**config.mk**
```make
export PLATFORM = sky130hd
export DESIGN_NAME = rsbe_cell
export DESIGN_NICKNAME = d
export VERILOG_FILES = /design/src/design/rsbe_pkg.sv /design/src/design/rsbe_cell.sv
export SDC_FILE = /design/constraint.sdc
export NUM_CORES = 1
export LEC_CHECK = 0
export ABC_CLOCK_PERIOD_IN_PS = 10950
export BUFFER_PORTS_ARGS = -buffer_cell sky130_fd_sc_hd__buf_2
export CORE_ASPECT_RATIO = 0.5
export CORE_MARGIN = 3
export CORE_UTILIZATION = 45
export DETAILED_ROUTE_END_ITERATION = 10
export PLACE_DENSITY = 0.77
export SLEW_MARGIN = 5
export SYNTH_ARGS = -nofsm -noshare
export SYNTH_HDL_FRONTEND = slang
export SYNTH_SLANG_ARGS = --single-unit
```
**constraint.sdc**
```tcl
create_clock -name clk -period 10.95 [get_ports clk]
set_input_delay 0.5475 -clock clk [delete_from_list [all_inputs] [get_ports clk]]
set_output_delay 0.5475 -clock clk [all_outputs]
set_load 0.02 [all_outputs]
```
**src/design/rsbe_pkg.sv**
```systemverilog
// ----------------------------------------------------------------------------
// rsbe_pkg
// Shared types, constants and helper functions for the record sorter with
// balanced emission.
// ----------------------------------------------------------------------------
package rsbe_pkg;

  localparam int LC_W            = 6;   // load count / entry index width
  localparam int QTY_W           = 16;
  localparam int DAY_W           = 4;
  localparam int SHF_W           = 3;
  localparam int CFG_W           = 4;   // widest configuration register
  localparam int MAX_ENTRIES_DEF = 32;
  localparam int RESULT_LIMIT    = 32;
  localparam int STK_D           = 8;   // range stack depth of the emitter

  localparam logic [DAY_W-1:0] DAYS_RST   = 4'd7;
  localparam logic [SHF_W-1:0] SHIFTS_RST = 3'd4;

  // configuration register indexes
  localparam logic CFG_NUM_DAYS   = 1'b0;
  localparam logic CFG_NUM_SHIFTS = 1'b1;

  typedef struct packed {
    logic [QTY_W-1:0] qty;
    logic [DAY_W-1:0] day;
    logic [SHF_W-1:0] shift;
  } data_t;

  // load index breaks ties so that equal keys keep load order
  typedef struct packed {
    data_t           d;
    logic [LC_W-1:0] idx;
  } rec_t;

  typedef struct packed {
    logic shift;   // move every held record one cell toward cell 0
    logic flush;   // drop a partial set; cell 0 may take a new record
  } cell_ctrl_t;

  typedef struct packed {
    logic            start;
    logic [LC_W-1:0] total;
  } emit_req_t;

  function automatic logic key_greater(rec_t a, rec_t b);
    return {a.d.qty, a.d.day, a.d.shift, a.idx} > {b.d.qty, b.d.day, b.d.shift, b.idx};
  endfunction

  function automatic logic [SHF_W-1:0] sat_shifts(logic [SHF_W-1:0] ns);
    logic [SHF_W-1:0] s;
    s = ns;
    if (ns == 3'd0) s = 3'd1;
    else if (ns > 3'd4) s = 3'd4;
    return s;
  endfunction

  function automatic logic [LC_W-1:0] set_size(logic [DAY_W-1:0] nd,
                                                logic [SHF_W-1:0] ns,
                                                logic [LC_W-1:0]  cap);
    logic [DAY_W-1:0] d;
    logic [LC_W-1:0]  n;
    d = nd;
    if (nd == 4'd0) d = 4'd1;
    else if (nd > 4'd8) d = 4'd8;
    n = LC_W'(d) * LC_W'(sat_shifts(ns));
    if (n > cap) n = cap;
    return n;
  endfunction

  // idx / s for idx < 32 and s in 1..4; divide by 3 via 11/32
  function automatic logic [4:0] idx_quot(logic [4:0] idx, logic [SHF_W-1:0] s);
    logic [8:0] prod;
    logic [4:0] q;
    prod = {4'b0000, idx} * 9'd11;
    case (s)
      3'd1:    q = idx;
      3'd2:    q = idx >> 1;
      3'd4:    q = idx >> 2;
      default: q = {1'b0, prod[8:5]};
    endcase
    return q;
  endfunction

endpackage

```
**src/design/rsbe_cell.sv**
```systemverilog
// ----------------------------------------------------------------------------
// rsbe_cell
// One insertion-sort cell: keeps the smaller of its record and the incoming
// one, passes the larger to the right neighbor on the next cycle.
// ----------------------------------------------------------------------------
module rsbe_cell
  import rsbe_pkg::*;
(
  input  logic       clk,
  input  logic       rst,
  input  cell_ctrl_t ctrl,
  input  logic       in_valid,
  input  rec_t       in_rec,
  input  logic       nb_valid,
  input  rec_t       nb_rec,
  output logic       held_valid,
  output rec_t       held_rec,
  output logic       pass_valid,
  output rec_t       pass_rec
);

  always_ff @(posedge clk) begin
    if (rst) begin
      held_valid <= 1'b0;
      pass_valid <= 1'b0;
    end else if (ctrl.shift) begin
      held_valid <= nb_valid;
      held_rec   <= nb_rec;
      pass_valid <= 1'b0;
    end else if (ctrl.flush) begin
      held_valid <= in_valid;
      held_rec   <= in_rec;
      pass_valid <= 1'b0;
    end else if (in_valid) begin
      if (!held_valid) begin
        held_valid <= 1'b1;
        held_rec   <= in_rec;
        pass_valid <= 1'b0;
      end else if (key_greater(held_rec, in_rec)) begin
        held_rec   <= in_rec;
        pass_valid <= 1'b1;
        pass_rec   <= held_rec;
      end else begin
        pass_valid <= 1'b1;
        pass_rec   <= in_rec;
      end
    end else begin
      pass_valid <= 1'b0;
    end
  end

endmodule

```
Yosys cells after proc, flatten, opt, wreduce, memory -nomap -nowiden
Cells that the tools add are included.

word-level totals
  input bits = 64
  register bits after elaboration = 60

operators by class
  equal/unequal tests = 1
  reductions and logical operators = 4
  magnitude comparators = 1
  multiplexer cells = 10
  bitwise operators = 4

operators with widths
  operator                                       number
  2-to-1 mux 29 bit                              6
  greater-than comparator 29 bit                 1
  AND reduction 5 bit                            1
  2-to-1 mux 1 bit                               4
  != test 4 x 3 -> 1 bit, second input constant  1
  NOT 1 bit                                      4
  OR reduction 4 bit                             1
  AND reduction 3 bit                            1
  nonzero test 3 bit                             1

Depth between registers and ports, before layout
  word-level depth = 6
  depth in mapped cells = 9
  gate-level depth less buffers = 8

Worst setup path after synthesis
No wires, ideal clock.

  path kind = input -> register
  from = input in_rec[27] (netlist name)
  to = register held_rec[0] (netlist name) (enable)
  arrival time = 4.306 ns
  path buffers = 1
  path slack = 6.175 ns
  cell stages on the path = 8
  library setup time = 0.469 ns
  cell sequence = inv_1 > ha_1 > nand4_1 > nor4_1 > and2b_1 > a22oi_4 > buf_12 > a311oi_1

on the way
  cells in the longest elaborated chain, start to end = 3

ends and longest elaborated chain
  item                              RTL line         text
  start: declaration                rsbe_cell.sv:13  input rec_t in_rec,
  greater-than comparator 29 bit    rsbe_pkg.sv:47   return {a.d.qty, a.d.day, a.d.shift, a.idx} > {b.d.qty, b.d.day, b.d.shift, b.idx};
  != test 4 x 3 -> 1 bit (no line)  --
  AND reduction 3 bit (no line)     --
  end signal: assignment            rsbe_cell.sv:28  held_rec <= nb_rec;
  end signal: assignment            rsbe_cell.sv:32  held_rec <= in_rec;
  end signal: assignment            rsbe_cell.sv:37  held_rec <= in_rec;
  end: declaration                  rsbe_cell.sv:17  output rec_t held_rec,

Every way passes these cells.
A chain may end at the register's enable or synchronous reset.

Worst setup path in the final report
  from = register held_rec[8] (netlist name)
  to = register held_rec[25] (netlist name) (enable)

on the way
  cells in the longest elaborated chain, start to end = 3

ends and longest elaborated chain
  item                              RTL line
  greater-than comparator 29 bit    rsbe_pkg.sv:47
  != test 4 x 3 -> 1 bit (no line)  --
  AND reduction 3 bit (no line)     --

Every way passes these cells.

==> flow_summary.yaml <==
cts:
  cts_resized: 0
  cts_hold_repair.buffers: 0
  root_buffer: "clkbuf_16"
  cts.reportedPaths.clkPinSlew_ns: 0.05
  cts_max_path_buffers: 2
  worstSkewPairLatency_ns: 0.33
  htree_num_levels: 3
  numCtsBuffers: 9
  numClockSinks: 60
  cts_post_setup_buffers_inserted: 0
  cts_tree: "built"
global_routing:
  grt_first_pass_wirelength_mm: 11.9
  globalRoute.totalOverflow: 0
  first_global_vias: 2619
  grt_start_max_net_pins: 62
  initial_antenna_violation_count: 0
  grt.total_usage_pct: 18.0
layout:
  antenna_cells_inserted: 0
  final_nets: 491
  layout-drive-gt1-share_pct: 44.2
  fillCellCount: 575
  area_delta_synth_final_pct: 29.6
  stdcell_area_mm2: 0.00439
sta:
  maxSlewHeadroom_pct: 35.2
  clock_tree_skew_after_final_layout_ns: 0.00762
  fin_crit_ns: 3.37
  fmax_mhz: 296
  rsz0062_at_grt: "no"
  final-setup-viol-count: 0
  final-hold-violation-count: 0
  fin_setup_tns_ns: 0
  period_share_pct: 30.8
  pins_over_their_slew_limit: 0
  worst_pin_slew_ns: 0.971
yosys:
  syn-mean-instance-area_um2: 12.5
  synthesis.instances: 271
  netlist_area_mm2: 0.00339
  synthDistinctLibCells: 30
  postSynthRegisterBits: 60
  syn_nets: 364
  yosysWarningCount: 0
  synth_sequential_area_ratio_pct: 52.6
routing:
  drtIter0Drc: 161
  ant_nets: 0
  route.vias.total: 2516
  totalWireLength_mm: 7.61
  wl_per_cell_um: 15.4
  detail_route.drc_violations: 0
  detail_route.first_pass.iterations: 4
  routed_via_density: 5.08
placement:
  portBuffers: 123
  hpwlAfterDp_mm: 5.77
  gpl.final_weighted_congestion: 0.774
  placedInstanceArea_mm2: 0.00407
run:
  maxCapViolCount: 0
floorplan:
  core_area_mm2: 0.00699
  chipWidth_um: 129
  fp.dieH_um: 67.3
  core.rowCount: 21
  die_area_mm2: 0.00867
  ioPinCount: 124
  start_util_pct: 48.5
power_and_ir_drop:
  leakage_nw: 2.07
  report.power.total_mw: 0.689
  ir_drop_uv: 94.7
  power.density_cell_area_mw_per_mm2: 157
critical_path:
  worstSetupPathType: "reg -> reg"
  critPathArrivalTime_ns: 3.42
  maximum_fanout_along_the_worst_path: 29
  worstSetupStartpointType: "flip-flop"
  crit_path_end_kind: "flip-flop"
  required_ns: 10.99
outcome:
  run_status: "finished, final reports clean"
worst_hold_path:
  holdCritPathClass: "in -> reg"
==> registers in the layout (all words and copies together) (netlist names) <==
register    flops
pass_valid      1
held_valid      1
held_rec       29
pass_rec       29
==> cell families (layout without fill, tap and decap cells) <==
| group | after synthesis | after routing | share of synthesized area [%] |
|---|---|---|---|
| AO/OA/AOI/OAI | 51 | 51 | 8.98 |
| adder cells (fa/ha/maj) | 29 | 29 | 10.7 |
| buffers and inverters | 41 | 173 | 5.98 |
| flip-flops | 60 | 60 | 52.6 |
| multiplexers | 30 | 30 | 13.2 |
| AND/OR/NAND/NOR | 60 | 60 | 8.53 |
==> metal layers <==
layer  track usage (%)  routed length, um
met5                 0                  0
met4              7.72                130
met3              5.92                425
met2              31.6               3820
met1              20.6               3230
==> synth_stat cells <==
| library cell | number | area [um^2] |
|---|---|---|
| edfxtp_1 | 58 | 1740 |
| nand2_1 | 34 | 128 |
| inv_1 | 31 | 116 |
| o21ai_0 | 30 | 150 |
| ha_1 | 29 | 363 |
| mux2_4 | 29 | 435 |
| a21oi_1 | 11 | 55.1 |
| clkbuf_1 | 7 | 26.3 |
| nor2_1 | 7 | 26.3 |
| nand4_1 | 6 | 37.5 |
| nand3_1 | 5 | 25.0 |
| buf_12 | 3 | 60.1 |
| a311oi_1 | 2 | 17.5 |
| dfxtp_1 | 2 | 40.0 |
| nor3_1 | 2 | 10.0 |
| a2111o_1 | 1 | 11.3 |
| a211oi_1 | 1 | 7.51 |
| a21o_1 | 1 | 7.51 |
| a221oi_1 | 1 | 8.76 |
| a22oi_4 | 1 | 21.3 |
| and2b_1 | 1 | 7.51 |
| mux2_2 | 1 | 11.3 |
| nand3_2 | 1 | 10.0 |
| nand4_2 | 1 | 12.5 |
| nor2b_4 | 1 | 13.8 |
| nor4_1 | 1 | 6.26 |
| nor4_2 | 1 | 12.5 |
| o211ai_2 | 1 | 12.5 |
| o21ai_1 | 1 | 5.00 |
| o21bai_1 | 1 | 7.51 |
==> final timing paths <==
kind	slack, ns	to	start	cells past startpoint
min reg2reg	0.57	pass_valid	held_valid	2
min	0.47	held_valid	nb_valid	3
max	7.58	held_rec[25]	held_rec[8]	8
max reg2reg	7.58	held_rec[25]	held_rec[8]	8
==> cells in the final DEF, fill, tap and decap left out <==
cell        count
a2111o_1        1
a211oi_1        1
a21o_1          1
a21oi_1        11
a221oi_1        1
a22oi_4         1
a311oi_1        1
a311oi_4        1
and2b_1         1
buf_2         123
buf_4           3
bufinv_16       2
clkbuf_16       9
clkinv_1        2
clkinv_4        1
clkinvlp_4      2
dfxtp_1         2
edfxtp_1       58
ha_1           29
inv_1          31
mux2_2          1
mux2_4         29
nand2_1        34
nand3_1         5
nand3_2         1
nand4_1         6
nand4_2         1
nor2_1          6
nor2_2          1
nor2b_4         1
nor3_1          2
nor4_1          1
nor4_2          1
o211ai_2        1
o21ai_0        30
o21ai_1         1
o21bai_1        1
==> critical path: stages, from the launching register on <==
cell and delay (ns):
edfxtp_1 0.43, ha_1 0.35, nand4_1 0.15, nor4_2 0.41
and2b_1 0.26, a22oi_4 0.59, buf_4 0.45, a311oi_4 0.14
buf_4 0.28
==> layout make-up <==
type / instances / area (um^2) / share of cell area (%)
Tap cell: 92 / 115 / 2.62
Timing Repair Buffer: 126 / 638 / 14.5
Inverter: 31 / 116 / 2.65
Sequential cell: 60 / 1780 / 40.6
Clock buffer: 9 / 225 / 5.13
Multi-Input combinational cell: 170 / 1420 / 32.4
Clock inverter: 7 / 91.3 / 2.08
==> report_power, final <==
| part | internal, mW | switching (mW) | leakage, nW | total, mW |
|---|---|---|---|---|
| Clock | 0.198 | 0.102 | 0.147 | 0.299 |
| Combinational | 0.0555 | 0.0603 | 1.36 | 0.116 |
| Sequential | 0.267 | 0.00729 | 0.562 | 0.274 |
| Total | 0.520 | 0.169 | 2.07 | 0.689 |
==> metrics by stage <==
stage	hold WS, ns	cells	worst slack [ns]	utilization, %
floorplan	0.566	271	6.17	-
global placement	0.551	479	7.31	58.3
detailed placement	0.562	479	7.31	58.3
CTS	0.455	495	7.55	62.8
global route	0.467	495	7.35	62.8
finish	0.465	495	7.58	62.8
No activity file was read; power rests on OpenSTA's default activity.
