$ cat src/design/rsbe_ram.sv
// ----------------------------------------------------------------------------
// rsbe_ram
// Generic single-write, single-read RAM with registered read data.
// ----------------------------------------------------------------------------
module rsbe_ram #(
  parameter int WIDTH = 8,
  parameter int DEPTH = 32
) (
  input  logic                     clk,
  input  logic                     we,
  input  logic [$clog2(DEPTH)-1:0] waddr,
  input  logic [WIDTH-1:0]         wdata,
  input  logic [$clog2(DEPTH)-1:0] raddr,
  output logic [WIDTH-1:0]         rdata
);

  logic [WIDTH-1:0] mem [DEPTH];

  always_ff @(posedge clk) begin
    if (we) begin
      mem[waddr] <= wdata;
    end
    rdata <= mem[raddr];
  end

endmodule

$ cat config.mk
export PLATFORM = sky130hd
export DESIGN_NAME = rsbe_ram
export DESIGN_NICKNAME = d
export VERILOG_FILES = /design/src/design/rsbe_ram.sv
export SDC_FILE = /design/constraint.sdc
export NUM_CORES = 1
export LEC_CHECK = 0
export ABC_CLOCK_PERIOD_IN_PS = 1930
export BUFFER_PORTS_ARGS = -buffer_cell sky130_fd_sc_hd__buf_4
export CAP_MARGIN = 15
export CORE_AREA = 4 4 132 184
export CTS_BUF_LIST = sky130_fd_sc_hd__clkbuf_4 sky130_fd_sc_hd__clkbuf_8 sky130_fd_sc_hd__clkbuf_16
export CTS_CLUSTER_DIAMETER = 80
export CTS_CLUSTER_SIZE = 14
export DETAILED_ROUTE_END_ITERATION = 7
export DIE_AREA = 0 0 136 188
export GPL_ROUTABILITY_DRIVEN = 0
export PLACE_DENSITY = 0.6
export SETUP_SLACK_MARGIN = 0.02
export SYNTH_ARGS = -nofsm -noshare
export SYNTH_HDL_FRONTEND = slang
export SYNTH_SLANG_ARGS = --single-unit
export TNS_END_PERCENT = 100
$ cat constraint.sdc
create_clock -name clk -period 1.93 [get_ports clk]
set_input_delay 0.193 -clock clk [delete_from_list [all_inputs] [get_ports clk]]
set_output_delay 0.193 -clock clk [all_outputs]
set_load 0.02 [all_outputs]
==> Yosys cells after proc, flatten, opt, wreduce, memory -nomap -nowiden <==
Memories as Yosys holds them, arrays and structs flattened. A register that Yosys moved wholly into a read port is not among the register bits.
Cells that the tools add are included.
W data, S select, Z words.
{ "word_totals": {"ramBits": 256, "in_bits": 20, "n_memories": 1, "word_cells": 3, "regBits": 0} }
{ "memory_table": {"columns": ["name", "words", "word_bits", "rd", "rd_clocked_by_memory_dff", "wr", "line", "source"], "rows": [
  ["mem", 32, 8, 1, 1, 1, "17", "logic [WIDTH-1:0] mem [DEPTH];"]
]} }
{ "classes": {"n_mux": 2} }
{ "op_table": {"columns": ["operator", "n"], "rows": [
  ["$mux W1", 2]
]} }

==> Logic depth before layout (Yosys ltp) <==
Gate-level depths: netlist of the first run.
{ "depth": {"depth_word": 2, "depth_mapped": 5, "depth_no_buf": 3} }

==> Worst setup path after synthesis of the first run <==
Ideal clock, no wire load.
{ "synth_timing": {"path_type": "input port to flip-flop", "startpoint": "input raddr[2]", "endpoint": "register rdata[0] (read register of mem)", "setup_time_ps": 121, "setup_slack_ps": -65, "stages": 5, "path_buffers": 2, "t_arrival_ps": 1875, "path_cell_list": "clkbuf_1 > clkbuf_1 > mux4_2 > mux4_2 > mux2_2"} }
{ "synth_rtl": {"columns": ["element", "line", "source"], "rows": [
  ["from (decl)", "13", "input logic [$clog2(DEPTH)-1:0] raddr,"],
  ["to (decl)", "14", "output logic [WIDTH-1:0] rdata"]
]} }

==> out/results.tsv, run 1 <==
stage	metric	value	unit
worst_setup_path	cpPeakStageDelay	0.55	ns
job	cap_viol_max_count	0	
global_routing	grt_pass1_wl	31.10	mm
cells_and_area	layout-drive-gt1-share	40.23	%
cells_and_area	synthToLayoutAreaGrowth	15.97	%
clocking	cts_tree	built	
cells_and_area	fill_cells	1736	
pwr	power	11.41	mW
worst_setup_path	crit_path_start_kind	flop	
hold_path	hold-path-cell-count	2	
sta	slew_violations	0	
logic_synthesis	syn-instance-count	417	
cells_and_area	nets	516	
sta	setup_tns	0	ns
logic_synthesis	synth_top_family_by_area	multiplexers	
logic_synthesis	ys_seq_area_share	78.06	%
route	routed_wirelength	20.63	mm
hold_path	min_to	rdata[4]$_DFF_P_	
worst_setup_path	cp_cell_sequence	mux4_2, mux4_2, mux2_2	
floorplan	num_rows	65	
cells_and_area	num_antenna_cells	0	
route	drt_pre_antenna_iters	5	
floorplan	initial_utilization	44.63	%
sta	skew	0.01651	ns
sta	post-route-period-util	95.03	%
route	via_per_inst	5.482	
logic_synthesis	synthMuxAreaShare	18.82	%
worst_setup_path	crit_top_cell	mux4_2	
floorplan	fp.dieH	188	µm
global_routing	grt_usage	16.67	%
logic_synthesis	synth_compound_area_share	0	%
run_status	status	finished clean	
floorplan	die_area	25570	µm²
sta	whs	0.02517	ns
logic_synthesis	synth_seq_cells	264	
sta	fin_crit	1.834	ns
clocking	cts_buffers	22	
hold_path	min_from	raddr[3]	
route	dr.first_iter.drc_count	350	
cells_and_area	layout_commonest_cell	edfxtp_1	
cells_and_area	final_cells	813	
logic_synthesis	yosysUniqueCellTypes	15	
sta	slew_headroom	67.81	%
global_routing	grt_pass1_vias	4701	
worst_setup_path	worst_path_max_delay_cell	mux4_2	
worst_setup_path	required	2.31	ns
worst_setup_path	crit_family	multiplexers	
route	vias	4457	
worst_setup_path	crit_arrival	2.22	ns
floorplan	ios	28	
place	io_buffers	27	
logic_synthesis	synthXorXnorAreaFrac	0	%
floorplan	die_w	136	µm
logic_synthesis	syn-num-nets	437	
cells_and_area	final_cell_mix	edfxtp_1 (256), mux4_2 (80), buf_4 (70)	
logic_synthesis	synthSimpleGateAreaFrac	2.066	%
clocking	clock_latency	0.50	ns
pwr	vdd_drop_max	0.5855	mV
clocking	cts.sinks	264	
sta	finalSetupViolCount	0	
clocking	clock_tree.buffer_depth	3	
sta	tightestPinTransition	0.4815	ns
place	hpwlAfterDp	13.27	mm
clocking	htreeDepth	1	
worst_setup_path	regToRegStartpoint	mem[26][3]$_DFFE_PP_	
worst_setup_path	crit_start	mem[26][3]$_DFFE_PP_	
clocking	post_cts.repair.setup_buffers	0	
sta	hold_viol	0	
sta	rsz0062_at_grt	no	
clocking	cts.clk_slew.worst_paths	0.07	ns
hold_path	holdCritPathClass	input port to flop	
clocking	cts-root-buf	clkbuf_16	
clocking	cts-resized-gates	0	
logic_synthesis	syn_area	10050	µm²
worst_setup_path	reg2reg_setup_slack	0.1	ns
sta	max_freq	545.2	MHz
floorplan	core_region_area	22530	µm²
worst_setup_path	r2r-end	rdata[3]$_DFF_P_	
global_routing	antenna_found_initial	0	
global_routing	grt_max_degree	33	
route	wl_per_cell	25.37	µm
logic_synthesis	syn_area_per_cell	24.11	µm²
route	drc	0	
worst_setup_path	path_class	flop to flop	
worst_setup_path	worst-path-buf-inv	0	
clocking	cts-hold-fix-buffers	0	
worst_setup_path	cp_max_fo	1	
pwr	power.density	979.1	nW/µm²
logic_synthesis	synth-adder-area-share	0	%
global_routing	grt_overflow	0	
worst_setup_path	reg2reg_depth	3	
logic_synthesis	ys_warn_count	0	
route	ant_nets	0	
pwr	p_leak	3.737	nW
place	placedCellCount	773	
worst_setup_path	endpoint_kind	flop	
-- worst max path at each step --
stage,cells past startpoint,end
3_5_place_dp,5,rdata[3]$_DFF_P_
4_1_cts,3,rdata[2]$_DFF_P_
2_1_floorplan,4,rdata[0]$_DFF_P_
6_report,3,rdata[3]$_DFF_P_
5_1_grt,3,rdata[2]$_DFF_P_
3_3_place_gp,5,rdata[3]$_DFF_P_
-- synth_stat cells, drive strengths merged --
master | number | share of area [%]
nand3 | 2 | 0.10
or3b | 3 | 0.26
nor2 | 33 | 1.2
dfxtp | 8 | 1.6
edfxtp | 256 | 76
nand3b | 5 | 0.37
mux4 | 80 | 18
nand2 | 1 | 0.037
mux2 | 8 | 0.90
or3 | 1 | 0.062
clkbuf | 6 | 0.22
buf | 14 | 0.83
-- flip-flops by register name, summed over array words and instances, names as in the netlist --
name,flops
mem,256
rdata,8
-- layout make-up --
type / instances / area, µm² / area share [%]
sequential: 264 / 7848 / 67.31
multi-input combinational: 133 / 2100 / 18.01
clock buffer: 40 / 709.4 / 6.085
tap: 301 / 376.6 / 3.230
timing repair buffer: 75 / 625.6 / 5.366
-- cell families after synthesis --
family                 Yosys count
multiplexers                    88
AND/OR/NAND/NOR                 45
buffers and inverters           20
flip-flops                     264
-- where the power goes --
group / total [mW] / leakage [nW] / switching, mW / internal, mW
clock network: 4.34 / 0.364 / 1.86 / 2.49
logic: 0.678 / 0.999 / 0.368 / 0.310
registers: 6.39 / 2.37 / 0.0234 / 6.37
total: 11.4 / 3.74 / 2.25 / 9.17
-- per-stage QoR --
step                util [%]  worst slack, ns  instance area (µm²)
finish                 51.75          0.09587                11660
global placement       48.60          -0.2339                10950
detailed placement     48.60          -0.2279                10950
floorplan                  -          0.05145                10060
CTS                    51.75          0.08375                11660
global route           51.75          0.07695                11660
-- per-layer routing --
layer | wire length, µm | up-vias | part of all wire, % | GRT usage (%)
met5 | 0 | - | 0 | 0
met4 | 525 | 0 | 2.5 | 5.120
met3 | 1033 | 33 | 5.0 | 2.496
met2 | 10380 | 122 | 50 | 26.65
met1 | 8688 | 2371 | 42 | 23.91
li1 | - | 1931 | - | -
(Power assumes the default switching activity.)
==> inputs of run 2 (changes only) <==
- PLACE_DENSITY: 0.6 -> not set
- PLACE_DENSITY_LB_ADDON: not set -> 0.3
- SLEW_MARGIN: not set -> 5
==> out/results.tsv, run 2 (same netlist as run 1, synthesis figures left out) <==
stage	metric	value	unit	change
run_status	status	finished clean		unchanged
cells_and_area	layout_commonest_cell	edfxtp_1		unchanged
sta	slew_violations	0		unchanged
pwr	power	11.39	mW	was 11.41 mW
clocking	clock_latency	0.50	ns	about the same
floorplan	die_area	25570	µm²	unchanged
sta	tightestPinTransition	0.4382	ns	was 0.4815 ns
clocking	cts-root-buf	clkbuf_16		unchanged
sta	hold_viol	0		unchanged
route	drc	0		unchanged
cells_and_area	fill_cells	1721		was 1736
floorplan	fp.dieH	188	µm	unchanged
floorplan	num_rows	65		unchanged
clocking	cts.clk_slew.worst_paths	0.07	ns	about the same
worst_setup_path	crit_arrival	2.22	ns	about the same
place	io_buffers	27		unchanged
cells_and_area	nets	514		was 516
route	via_per_inst	5.569		was 5.482
floorplan	core_region_area	22530	µm²	unchanged
worst_setup_path	cp_max_fo	1		unchanged
pwr	power.density	978.9	nW/µm²	was 979.1 nW/µm²
worst_setup_path	required	2.32	ns	was 2.31 ns
sta	rsz0062_at_grt	no		unchanged
cells_and_area	top_register	mem		unchanged
cells_and_area	num_antenna_cells	0		unchanged
sta	skew	0.005850	ns	was 0.01651 ns
pwr	p_leak	3.721	nW	was 3.737 nW
hold_path	holdCritPathClass	input port to flop		unchanged
place	dpl_cell_area	10930	µm²	was 10950 µm²
clocking	cts-resized-gates	0		unchanged
floorplan	die_w	136	µm	unchanged
sta	finalSetupViolCount	0		unchanged
cells_and_area	fin_util	51.65	%	was 51.75%
route	ant_nets	0		unchanged
sta	post-route-period-util	94.46	%	was 95.03%
cells_and_area	final_cells	810		was 813
cells_and_area	synthToLayoutAreaGrowth	15.74	%	was 15.97%
sta	whs	0.05661	ns	was 0.02517 ns
global_routing	antenna_found_initial	0		unchanged
sta	fin_crit	1.823	ns	was 1.834 ns
job	cap_viol_max_count	0		unchanged
route	dr.first_iter.drc_count	454		was 350
global_routing	grt_pass1_wl	31.22	mm	was 31.10 mm
sta	max_freq	548.5	MHz	was 545.2 MHz
sta	slew_headroom	70.70	%	was 67.81%
route	routed_wirelength	20.55	mm	was 20.63 mm
worst_setup_path	path_class	flop to flop		unchanged
place	dp_slack	-0.2454	ns	was -0.2279 ns
global_routing	grt_usage	16.67	%	about the same
cells_and_area	seqCellArea	7848	µm²	unchanged
place	placedCellCount	771		was 773
cells_and_area	largest_register_ffs	256		unchanged
sta	setup_tns	0	ns	unchanged
global_routing	grt_max_degree	33		unchanged
floorplan	initial_utilization	44.63	%	unchanged
global_routing	grt_overflow	0		unchanged
clocking	cts_tree	built		unchanged
cells_and_area	layout-drive-gt1-share	39.88	%	was 40.23%
route	vias	4511		was 4457
route	wl_per_cell	25.38	µm	was 25.37 µm
clocking	htreeDepth	1		unchanged
clocking	cts.sinks	264		unchanged
place	hpwlAfterDp	13.61	mm	was 13.27 mm
cells_and_area	final_area	11640	µm²	was 11660 µm²
clocking	cts-hold-fix-buffers	0		unchanged
global_routing	grt_pass1_vias	4815		was 4701
pwr	vdd_drop_max	0.5660	mV	was 0.5855 mV
clocking	post_cts.repair.setup_buffers	0		unchanged
worst_setup_path	endpoint_kind	flop		unchanged
clocking	clock_tree.buffer_depth	3		unchanged
cells_and_area	multi_input_comb_area	2100	µm²	unchanged
floorplan	ios	28		unchanged
route	drt_pre_antenna_iters	5		unchanged
clocking	cts_buffers	22		unchanged
cells_and_area	final_cell_mix	edfxtp_1 (256), mux4_2 (80), buf_4 (68)		was edfxtp_1 (256), mux4_2 (80), buf_4 (70)
worst_setup_path	crit_path_start_kind	flop		unchanged
cells_and_area	reg.largest.list	mem (256), rdata (8)		unchanged
sta	timing.final.ws_setup	0.1068	ns	was 0.09587 ns
-- run 2: worst paths after layout --
check,startpoint,to,slack (ns),cells past startpoint
worst max-delay path,mem[12][3]$_DFFE_PP_,rdata[3]$_DFF_P_,0.11,3
worst min register to register,mem[18][2]$_DFFE_PP_,rdata[2]$_DFF_P_,0.91,3
worst min-delay path,raddr[3],rdata[7]$_DFF_P_,0.06,2
worst max register to register,mem[12][3]$_DFFE_PP_,rdata[3]$_DFF_P_,0.11,3
-- run 2: worst max-delay path, cell delays in order, from the launching register on --
cell and delay (ns):
edfxtp_1 0.36, mux4_2 0.50, mux4_2 0.56, mux2_2 0.29
-- run 2: power by group --
| part | internal, mW | switching, mW |
|---|---|---|
| Combinational | 0.310 | 0.360 |
| Clock | 2.47 | 1.85 |
| Sequential | 6.37 | 0.0331 |
| Total | 9.15 | 2.24 |
-- run 2: metal layers --
layer | global-route usage [%] | up-vias | routed length [µm]
met5 | 0 | - | 0
met3 | 2.496 | 34 | 1091
li1 | - | 1924 | -
met4 | 5.120 | 0 | 599
met1 | 22.05 | 2403 | 8066
met2 | 28.56 | 150 | 10800
-- run 2: layout make-up --
class | instances | share of cell area, %
Clock buffer | 39 | 6.032
Multi-Input combinational cell | 133 | 18.04
Sequential cell | 264 | 67.44
Tap cell | 301 | 3.237
Timing Repair Buffer | 73 | 5.247
