File: src/design/rsbe_pkg.sv
// ----------------------------------------------------------------------------
// rsbe_pkg
// Shared types, constants and helper functions for the record sorter with
// balanced emission.
// ----------------------------------------------------------------------------
package rsbe_pkg;

  localparam int LC_W            = 6;   // load count / entry index width
  localparam int QTY_W           = 16;
  localparam int DAY_W           = 4;
  localparam int SHF_W           = 3;
  localparam int CFG_W           = 4;   // widest configuration register
  localparam int MAX_ENTRIES_DEF = 32;
  localparam int RESULT_LIMIT    = 32;
  localparam int STK_D           = 8;   // range stack depth of the emitter

  localparam logic [DAY_W-1:0] DAYS_RST   = 4'd7;
  localparam logic [SHF_W-1:0] SHIFTS_RST = 3'd4;

  // configuration register indexes
  localparam logic CFG_NUM_DAYS   = 1'b0;
  localparam logic CFG_NUM_SHIFTS = 1'b1;

  typedef struct packed {
    logic [QTY_W-1:0] qty;
    logic [DAY_W-1:0] day;
    logic [SHF_W-1:0] shift;
  } data_t;

  // load index breaks ties so that equal keys keep load order
  typedef struct packed {
    data_t           d;
    logic [LC_W-1:0] idx;
  } rec_t;

  typedef struct packed {
    logic shift;   // move every held record one cell toward cell 0
    logic flush;   // drop a partial set; cell 0 may take a new record
  } cell_ctrl_t;

  typedef struct packed {
    logic            start;
    logic [LC_W-1:0] total;
  } emit_req_t;

  function automatic logic key_greater(rec_t a, rec_t b);
    return {a.d.qty, a.d.day, a.d.shift, a.idx} > {b.d.qty, b.d.day, b.d.shift, b.idx};
  endfunction

  function automatic logic [SHF_W-1:0] sat_shifts(logic [SHF_W-1:0] ns);
    logic [SHF_W-1:0] s;
    s = ns;
    if (ns == 3'd0) s = 3'd1;
    else if (ns > 3'd4) s = 3'd4;
    return s;
  endfunction

  function automatic logic [LC_W-1:0] set_size(logic [DAY_W-1:0] nd,
                                                logic [SHF_W-1:0] ns,
                                                logic [LC_W-1:0]  cap);
    logic [DAY_W-1:0] d;
    logic [LC_W-1:0]  n;
    d = nd;
    if (nd == 4'd0) d = 4'd1;
    else if (nd > 4'd8) d = 4'd8;
    n = LC_W'(d) * LC_W'(sat_shifts(ns));
    if (n > cap) n = cap;
    return n;
  endfunction

  // idx / s for idx < 32 and s in 1..4; divide by 3 via 11/32
  function automatic logic [4:0] idx_quot(logic [4:0] idx, logic [SHF_W-1:0] s);
    logic [8:0] prod;
    logic [4:0] q;
    prod = {4'b0000, idx} * 9'd11;
    case (s)
      3'd1:    q = idx;
      3'd2:    q = idx >> 1;
      3'd4:    q = idx >> 2;
      default: q = {1'b0, prod[8:5]};
    endcase
    return q;
  endfunction

endpackage

File: src/design/rsbe_emit.sv
// ----------------------------------------------------------------------------
// rsbe_emit
// Walks the sorted set in balanced tree order (midpoint, left half, right
// half) with a small range stack and drives the result channel.
// ----------------------------------------------------------------------------
module rsbe_emit
  import rsbe_pkg::*;
#(
  parameter int AW = 5
) (
  input  logic              clk,
  input  logic              rst,
  input  emit_req_t         req,
  input  data_t             rd_data,
  output logic [AW-1:0]     rd_addr,
  output logic              busy,
  input  logic              result_stall,
  output logic              result_valid,
  output logic [QTY_W-1:0]  out_quantity,
  output logic [DAY_W-1:0]  out_day,
  output logic [SHF_W-1:0]  out_shift,
  output logic              is_last
);

  localparam int SP_W = $clog2(STK_D);

  typedef enum logic [1:0] {E_IDLE, E_POP, E_DATA, E_HOLD} estate_t;

  estate_t           state;
  logic [LC_W-1:0]   stk_lo [STK_D];
  logic [LC_W-1:0]   stk_hi [STK_D];
  logic [SP_W:0]     sp;
  logic [LC_W-1:0]   total;
  logic [LC_W-1:0]   emit_cnt;
  logic              last_pend;

  logic [SP_W-1:0]   top;
  logic [SP_W-1:0]   top_up;
  logic [LC_W-1:0]   lo, hi, mid;
  logic [LC_W:0]     sum;
  logic              push_r, push_l;

  assign top    = SP_W'(sp - 1'b1);
  assign top_up = top + SP_W'(push_r);
  assign lo     = stk_lo[top];
  assign hi     = stk_hi[top];
  assign sum    = {1'b0, lo} + {1'b0, hi};
  assign mid    = sum[LC_W:1];
  assign push_r = mid < hi;
  assign push_l = mid > lo;
  assign busy   = (state != E_IDLE) || req.start;

  // address is presented during E_POP so the registered read is ready in E_DATA
  assign rd_addr = mid[AW-1:0];

  always_ff @(posedge clk) begin
    if (rst) begin
      state        <= E_IDLE;
      sp           <= '0;
      result_valid <= 1'b0;
    end else begin
      case (state)
        E_IDLE: begin
          if (req.start) begin
            stk_lo[0] <= '0;
            stk_hi[0] <= req.total - 1'b1;
            sp        <= (SP_W+1)'(1);
            total     <= req.total;
            emit_cnt  <= '0;
            state     <= E_POP;
          end
        end
        E_POP: begin
          last_pend <= (emit_cnt == total - 1'b1);
          // right half goes below left half so the left one pops first
          if (push_r) begin
            stk_lo[top] <= mid + 1'b1;
            stk_hi[top] <= hi;
          end
          if (push_l) begin
            stk_lo[top_up] <= lo;
            stk_hi[top_up] <= mid - 1'b1;
          end
          sp    <= sp - 1'b1 + (SP_W+1)'(push_r) + (SP_W+1)'(push_l);
          state <= E_DATA;
        end
        E_DATA: begin
          out_quantity <= rd_data.qty;
          out_day      <= rd_data.day;
          out_shift    <= rd_data.shift;
          is_last      <= last_pend;
          result_valid <= 1'b1;
          state        <= E_HOLD;
        end
        E_HOLD: begin
          if (!result_stall) begin
            result_valid <= 1'b0;
            emit_cnt     <= emit_cnt + 1'b1;
            state        <= is_last ? E_IDLE : E_POP;
          end
        end
        default: state <= E_IDLE;
      endcase
    end
  end

endmodule

File: config.mk
export PLATFORM = sky130hd
export DESIGN_NAME = rsbe_emit
export DESIGN_NICKNAME = d
export VERILOG_FILES = /design/src/design/rsbe_pkg.sv /design/src/design/rsbe_emit.sv
export SDC_FILE = /design/constraint.sdc
export NUM_CORES = 1
export LEC_CHECK = 0
export BUFFER_PORTS_ARGS = -buffer_cell sky130_fd_sc_hd__buf_4
export CAP_MARGIN = 20
export CORE_ASPECT_RATIO = 2
export CORE_MARGIN = 3
export CORE_UTILIZATION = 35
export CTS_CLUSTER_DIAMETER = 50
export DETAILED_ROUTE_END_ITERATION = 8
export PLACE_DENSITY = 0.62
export SYNTH_ARGS = -nofsm -noshare
export SYNTH_HDL_FRONTEND = slang
export SYNTH_SLANG_ARGS = --single-unit
File: constraint.sdc
create_clock -name clk -period 8.25 [get_ports clk]
set_input_delay 2.0625 -clock clk [delete_from_list [all_inputs] [get_ports clk]]
set_output_delay 2.0625 -clock clk [all_outputs]
set_load 0.05 [all_outputs]
# ---- Word-level counts from Yosys, hierarchy flattened
# Memories as Yosys holds them, arrays and structs flattened.
# Index checks and enable logic that the tools add are counted.
dict set report word_totals {
  mem_count 2
  reg_bits 44
  output_inout_bits 31
  elab_cells 75
  mem_bits_rw 96
}
# memory depth width rd rd_ports_with_merged_regs wr line
set memory_table {}
lappend memory_table {stk_hi 8 6 1 0 2 rsbe_emit.sv:31} ;# logic [LC_W-1:0] stk_hi [STK_D];
lappend memory_table {stk_lo 8 6 1 0 2 rsbe_emit.sv:30} ;# logic [LC_W-1:0] stk_lo [STK_D];
dict set report op_classes {
  n_reduce_logical 15
  order_cmp 2
  eq_ne 6
  mux 29
  n_bitwise 1
  n_addsub 10
}
# cell count
set op_table {}
lappend op_table {{6-bit 2-to-1 mux} 4}
lappend op_table {{6-bit by 1-bit subtractor with 6-bit output (second input constant)} 3}
lappend op_table {{1-bit 2-to-1 mux} 16}
lappend op_table {{6-bit by 1-bit adder with 6-bit output (second input constant)} 2}
lappend op_table {{6-bit one-hot mux with 2 select lines} 1}
lappend op_table {{6-bit OR reduction} 2}
lappend op_table {{2-bit AND reduction} 5}
lappend op_table {{4-bit by 1-bit adder with 4-bit output} 2}
lappend op_table {{2-bit one-hot mux with 4 select lines} 1}
lappend op_table {{4-bit one-hot mux with 2 select lines} 1}
lappend op_table {{2-bit nonzero test} 4}
lappend op_table {{6-bit by 6-bit adder with 7-bit output} 1}
lappend op_table {{6-bit equality test} 1}
lappend op_table {{6-bit > comparator} 1}
lappend op_table {{6-bit less-than comparator} 1}
lappend op_table {{3-bit 2-to-1 mux} 2}
lappend op_table {{2-bit equality test (second input constant)} 2}
lappend op_table {{2-bit 2-to-1 mux} 2}
lappend op_table {{4-bit 2-to-1 mux} 1}
lappend op_table {{2-bit != test (second input constant)} 2}
lappend op_table {{4-bit AND reduction} 1}
lappend op_table {{4-bit by 1-bit subtractor with 4-bit output (second input constant)} 1}
lappend op_table {{3-bit by 1-bit adder with 3-bit output} 1}
lappend op_table {{3-bit AND reduction} 1}
lappend op_table {{5 further kinds} 5}

# ---- Depth between registers and ports, before layout
# An unclocked memory read counts as a cell.
dict set report logic_depth {
  word_depth 10
  ltp_mapped 28
}

# ---- Worst setup path after synthesis
# OpenSTA, ideal clock, no wires.
dict set report synth_timing {
  kind {reg2reg}
  from {register sp[0]}
  to {memory stk_hi[1][0], enable pin}
  synth_period_minus_slack_ps 7132
  setup_ps 417
  t_arrival_ps 6716
  path_slack_ps 1118
  path_buffers 7
  path_stages_with_launch 28
  cell_sequence {dfxtp_1 -> buf_2 -> inv_2 -> ha_1 -> buf_4 -> buf_8 -> clkbuf_1 -> mux4_2 -> mux2i_1 -> inv_1 -> ha_1 -> a21oi_1 -> o21bai_1 -> a21o_1 -> or3_1 -> and2_1 -> buf_4 -> ha_1 -> a211oi_1 -> nand3_1 -> o211ai_1 -> ha_1 -> ha_1 -> nand3b_1 -> or2_2 -> clkbuf_1 -> clkbuf_1 -> o41ai_1}
}
# element line
set synth_lines {}
lappend synth_lines {{start, declared} rsbe_emit.sv:32} ;# logic [SP_W:0] sp;
lappend synth_lines {{start signal, assigned} rsbe_emit.sv:67} ;# sp <= (SP_W+1)'(1);
lappend synth_lines {{start signal, assigned} rsbe_emit.sv:84} ;# sp <= sp - 1'b1 + (SP_W+1)'(push_r) + (SP_W+1)'(push_l);
lappend synth_lines {{end, declared} rsbe_emit.sv:31}

==> flow_metrics.tcl <==
set metrics [dict create \
    grt_max_degree 25 \
    path_delay_family "adder cells" \
    setup_viol 0 \
    via_per_inst 5.46 \
    rr_worst_depth 23 \
    final_cell_mix "133 x edfxtp_1, 103 x mux2i_1, 86 x buf_4, 34 x nor2_1, 29 x ha_1" \
    core_sq_um 21600 \
    syn_avg_cell_area_sq_um 13.8 \
    seq_area_sq_um 4110 \
    synth-edff-count 133 \
    worst_slew_pin_slew_ns 1.04 \
    track_usage_pct 17.4 \
    dieArea_sq_um 23900 \
    wl_microns 20400 \
    row_count 76 \
    start_util_pct 35.6 \
    crit_end "stk_hi[2][2]" \
    place_hpwl_microns 15300 \
    gp_congestion 0.932 \
    top_usage_layer "met2" \
    synth_top_area_share_pct 51.9 \
    yosys.area.top_type "edfxtp_1" \
    critPathLaunchType "register" \
    setup_slack_ns 1.05 \
    period_needed_ns 7.20 \
    antenna_found_initial 0 \
    area_growth_syn_to_layout_pct 19.1 \
    synth_nets 623 \
    htree_levels 4 \
    hold_violations 0 \
    grt_overflow 0 \
    vias 5028 \
    path_depth 23 \
    rr_endpoint "stk_hi[2][2]" \
    path_max_fanout 20 \
    ioPinCount 64 \
    max_stage_delay_ns 0.96 \
    ys_seq_area_share_pct 53.5 \
    outcome "completed" \
    reg2reg_from "sp[0]" \
    max_cap_violations 0 \
    met1_usage_pct 16.4 \
    place_ws_ns 1.04 \
    cts.repair.resized 0 \
    critPathRequiredTime_ns 8.37 \
    slew_viol_final 0 \
    cts.sinks 139 \
    synthTopCellsByArea "edfxtp_1 52%, mux2i_1 13%, mux4_2 6.4%" \
    worstPathBufferInverterCount 3 \
    slowest_stage "ha_1" \
    grt_setup_unrepaired "false" \
    die_h_microns 216 \
    final_layout_size_suffix_gt1_share_pct 25.2 \
    cts_tree "built" \
    yosys_register_bits 139 \
    slew_headroom_pct 30.8 \
    drt-wirelength-per-cell_microns 22.1 \
    skew_ns 0.0124 \
    arrival_ns 7.32 \
    clockRootBuffer "clkbuf_16" \
    cts_buffer_depth 2 \
    path_cells "inv_2 -> ha_1 -> buf_4 -> mux2i_1 -> mux4_2 -> nor2_1 -> fa_1 -> a21o_1 -> a21oi_1 -> nand2b_1 -> nand2b_1 -> a21o_1 -> ha_1 -> a211oi_1 -> nand3_1 -> o211ai_1 -> ha_1 -> ha_1 -> xnor2_1 -> o211ai_1 -> or2_2 -> o41ai_2 -> buf_4" \
    tns_ns 0 \
    first_pass_iters 4 \
    clkSlewWorstSetupHoldPaths_ns 0.06 \
    hold_path.class "register to register" \
    layout_commonest_cell "edfxtp_1" \
    cts_hold_buf 0 \
    antenna_left 0 \
    grt_use_met2_pct 33.2 \
    worstSetupEndpointType "register" \
    fin_crit_sh_pct 87.3 \
    drt-initial-drc-count 315 \
    nFillCells 1925 \
    multi_input_area_sq_um 3360 \
    yosys_warnings 0 \
    max_freq_ghz 0.139 \
    fin_nets 700 \
    timing.critical_path.mode_cell "ha_1" \
    die_x_microns 111 \
    setup.worst_path.start "sp[0]" \
    synthDistinctLibCells 60 \
    async_reset_ff_share_pct 0 \
    cts_buffers 17 \
    io_buffers 63 \
    drc 0 \
    antenna_cells 0 \
    post_cts_buffers 0 \
    hold_ws_ns 0.427 \
    ff2ff_setup_slack_ns 1.05 \
    met3_usage_pct 3.84 \
    first_global_vias 5439 \
    crit_type "register to register" \
    grt_pass1_wl_microns 31200 \
    ys.flop_type "edfxtp_1" \
    synth_area_sq_um 7690 \
    synth_cells 559 \
    clock_latency_ns 0.43 \
]
synth_stat cells (4+ instances only):
cell type / number
clkbuf_1: 18
nand3_1: 9
and2_1: 4
edfxtp_1: 133
nand2_1: 24
buf_1: 4
nand4_1: 4
dfxtp_1: 6
nor3_1: 8
o2bb2ai_1: 5
a21oi_1: 15
a41o_1: 5
nand2b_1: 5
o21ai_0: 13
xnor2_1: 13
o211ai_1: 4
mux4_2: 22
a21o_1: 4
nor2_1: 34
xor2_1: 12
inv_1: 25
mux2i_1: 103
nor2b_1: 5
ha_1: 29
xnor2_2: 4
metrics by stage:
step	std cells	util, %	area [sq um]
6_report	921	42.4	9160
5_1_grt	921	42.4	9160
4_1_cts	920	42.3	9140
3_5_place_dp	889	39.7	8570
3_3_place_gp	889	39.7	8570
2_1_floorplan	559	-	7690
area by class of cell:
class | count | share of cell area, %
clock inverter | 13 | 1.57
clock buffer | 18 | 4.69
timing repair buffer | 87 | 7.22
inverter | 28 | 1.18
sequential | 139 | 44.9
tap | 273 | 3.73
multi-input combinational | 363 | 36.7
cell families (layout without fill, tap and decap cells):
logic type	after synthesis	after routing	share of synthesized area, %
flip-flops	139	139	53.5
multiplexers	125	125	19.9
AND/OR/NAND/NOR	107	107	7.05
AO/OA/AOI/OAI	69	69	6.80
buffers and inverters	57	146	3.16
adder cells (fa/ha/maj)	31	31	5.24
XOR/XNOR	31	31	4.41
worst min-delay path by stage:
stage | endpoint | cells past startpoint | startpoint | slack, ns
6_report | is_last | 0 | last_pend | 0.43
5_1_grt | is_last | 0 | last_pend | 0.43
4_1_cts | is_last | 0 | last_pend | 0.42
3_5_place_dp | is_last | 0 | last_pend | 0.41
3_3_place_gp | is_last | 0 | last_pend | 0.41
2_1_floorplan | is_last | 0 | last_pend | 0.40
flip-flops by register name, summed over array words and instances, names as in the netlist:
signal	flops
emit_cnt	6
is_last	1
last_pend	1
out_day	4
out_quantity	16
out_shift	3
result_valid	1
sp	3
state	2
stk_hi	48
stk_lo	48
total	6
worst register-to-register path: stages, from the launching register on:
cell	delay, ns
dfxtp_1	0.35
inv_2	0.05
ha_1	0.96
buf_4	0.35
mux2i_1	0.21
mux4_2	0.38
nor2_1	0.09
fa_1	0.40
a21o_1	0.17
a21oi_1	0.25
nand2b_1	0.18
nand2b_1	0.07
a21o_1	0.27
ha_1	0.32
a211oi_1	0.32
nand3_1	0.12
o211ai_1	0.48
ha_1	0.26
ha_1	0.20
xnor2_1	0.16
o211ai_1	0.22
or2_2	0.55
o41ai_2	0.20
buf_4	0.33
metal layers:
layer / wire length (microns) / share of wire (%)
met1: 6860 / 34
met2: 11500 / 57
met3: 952 / 4.7
met4: 1010 / 4.9
met5: 0 / 0
Power is not shown: default switching activity piles up to over one toggle a cycle in this logic, so the estimate is an artifact.
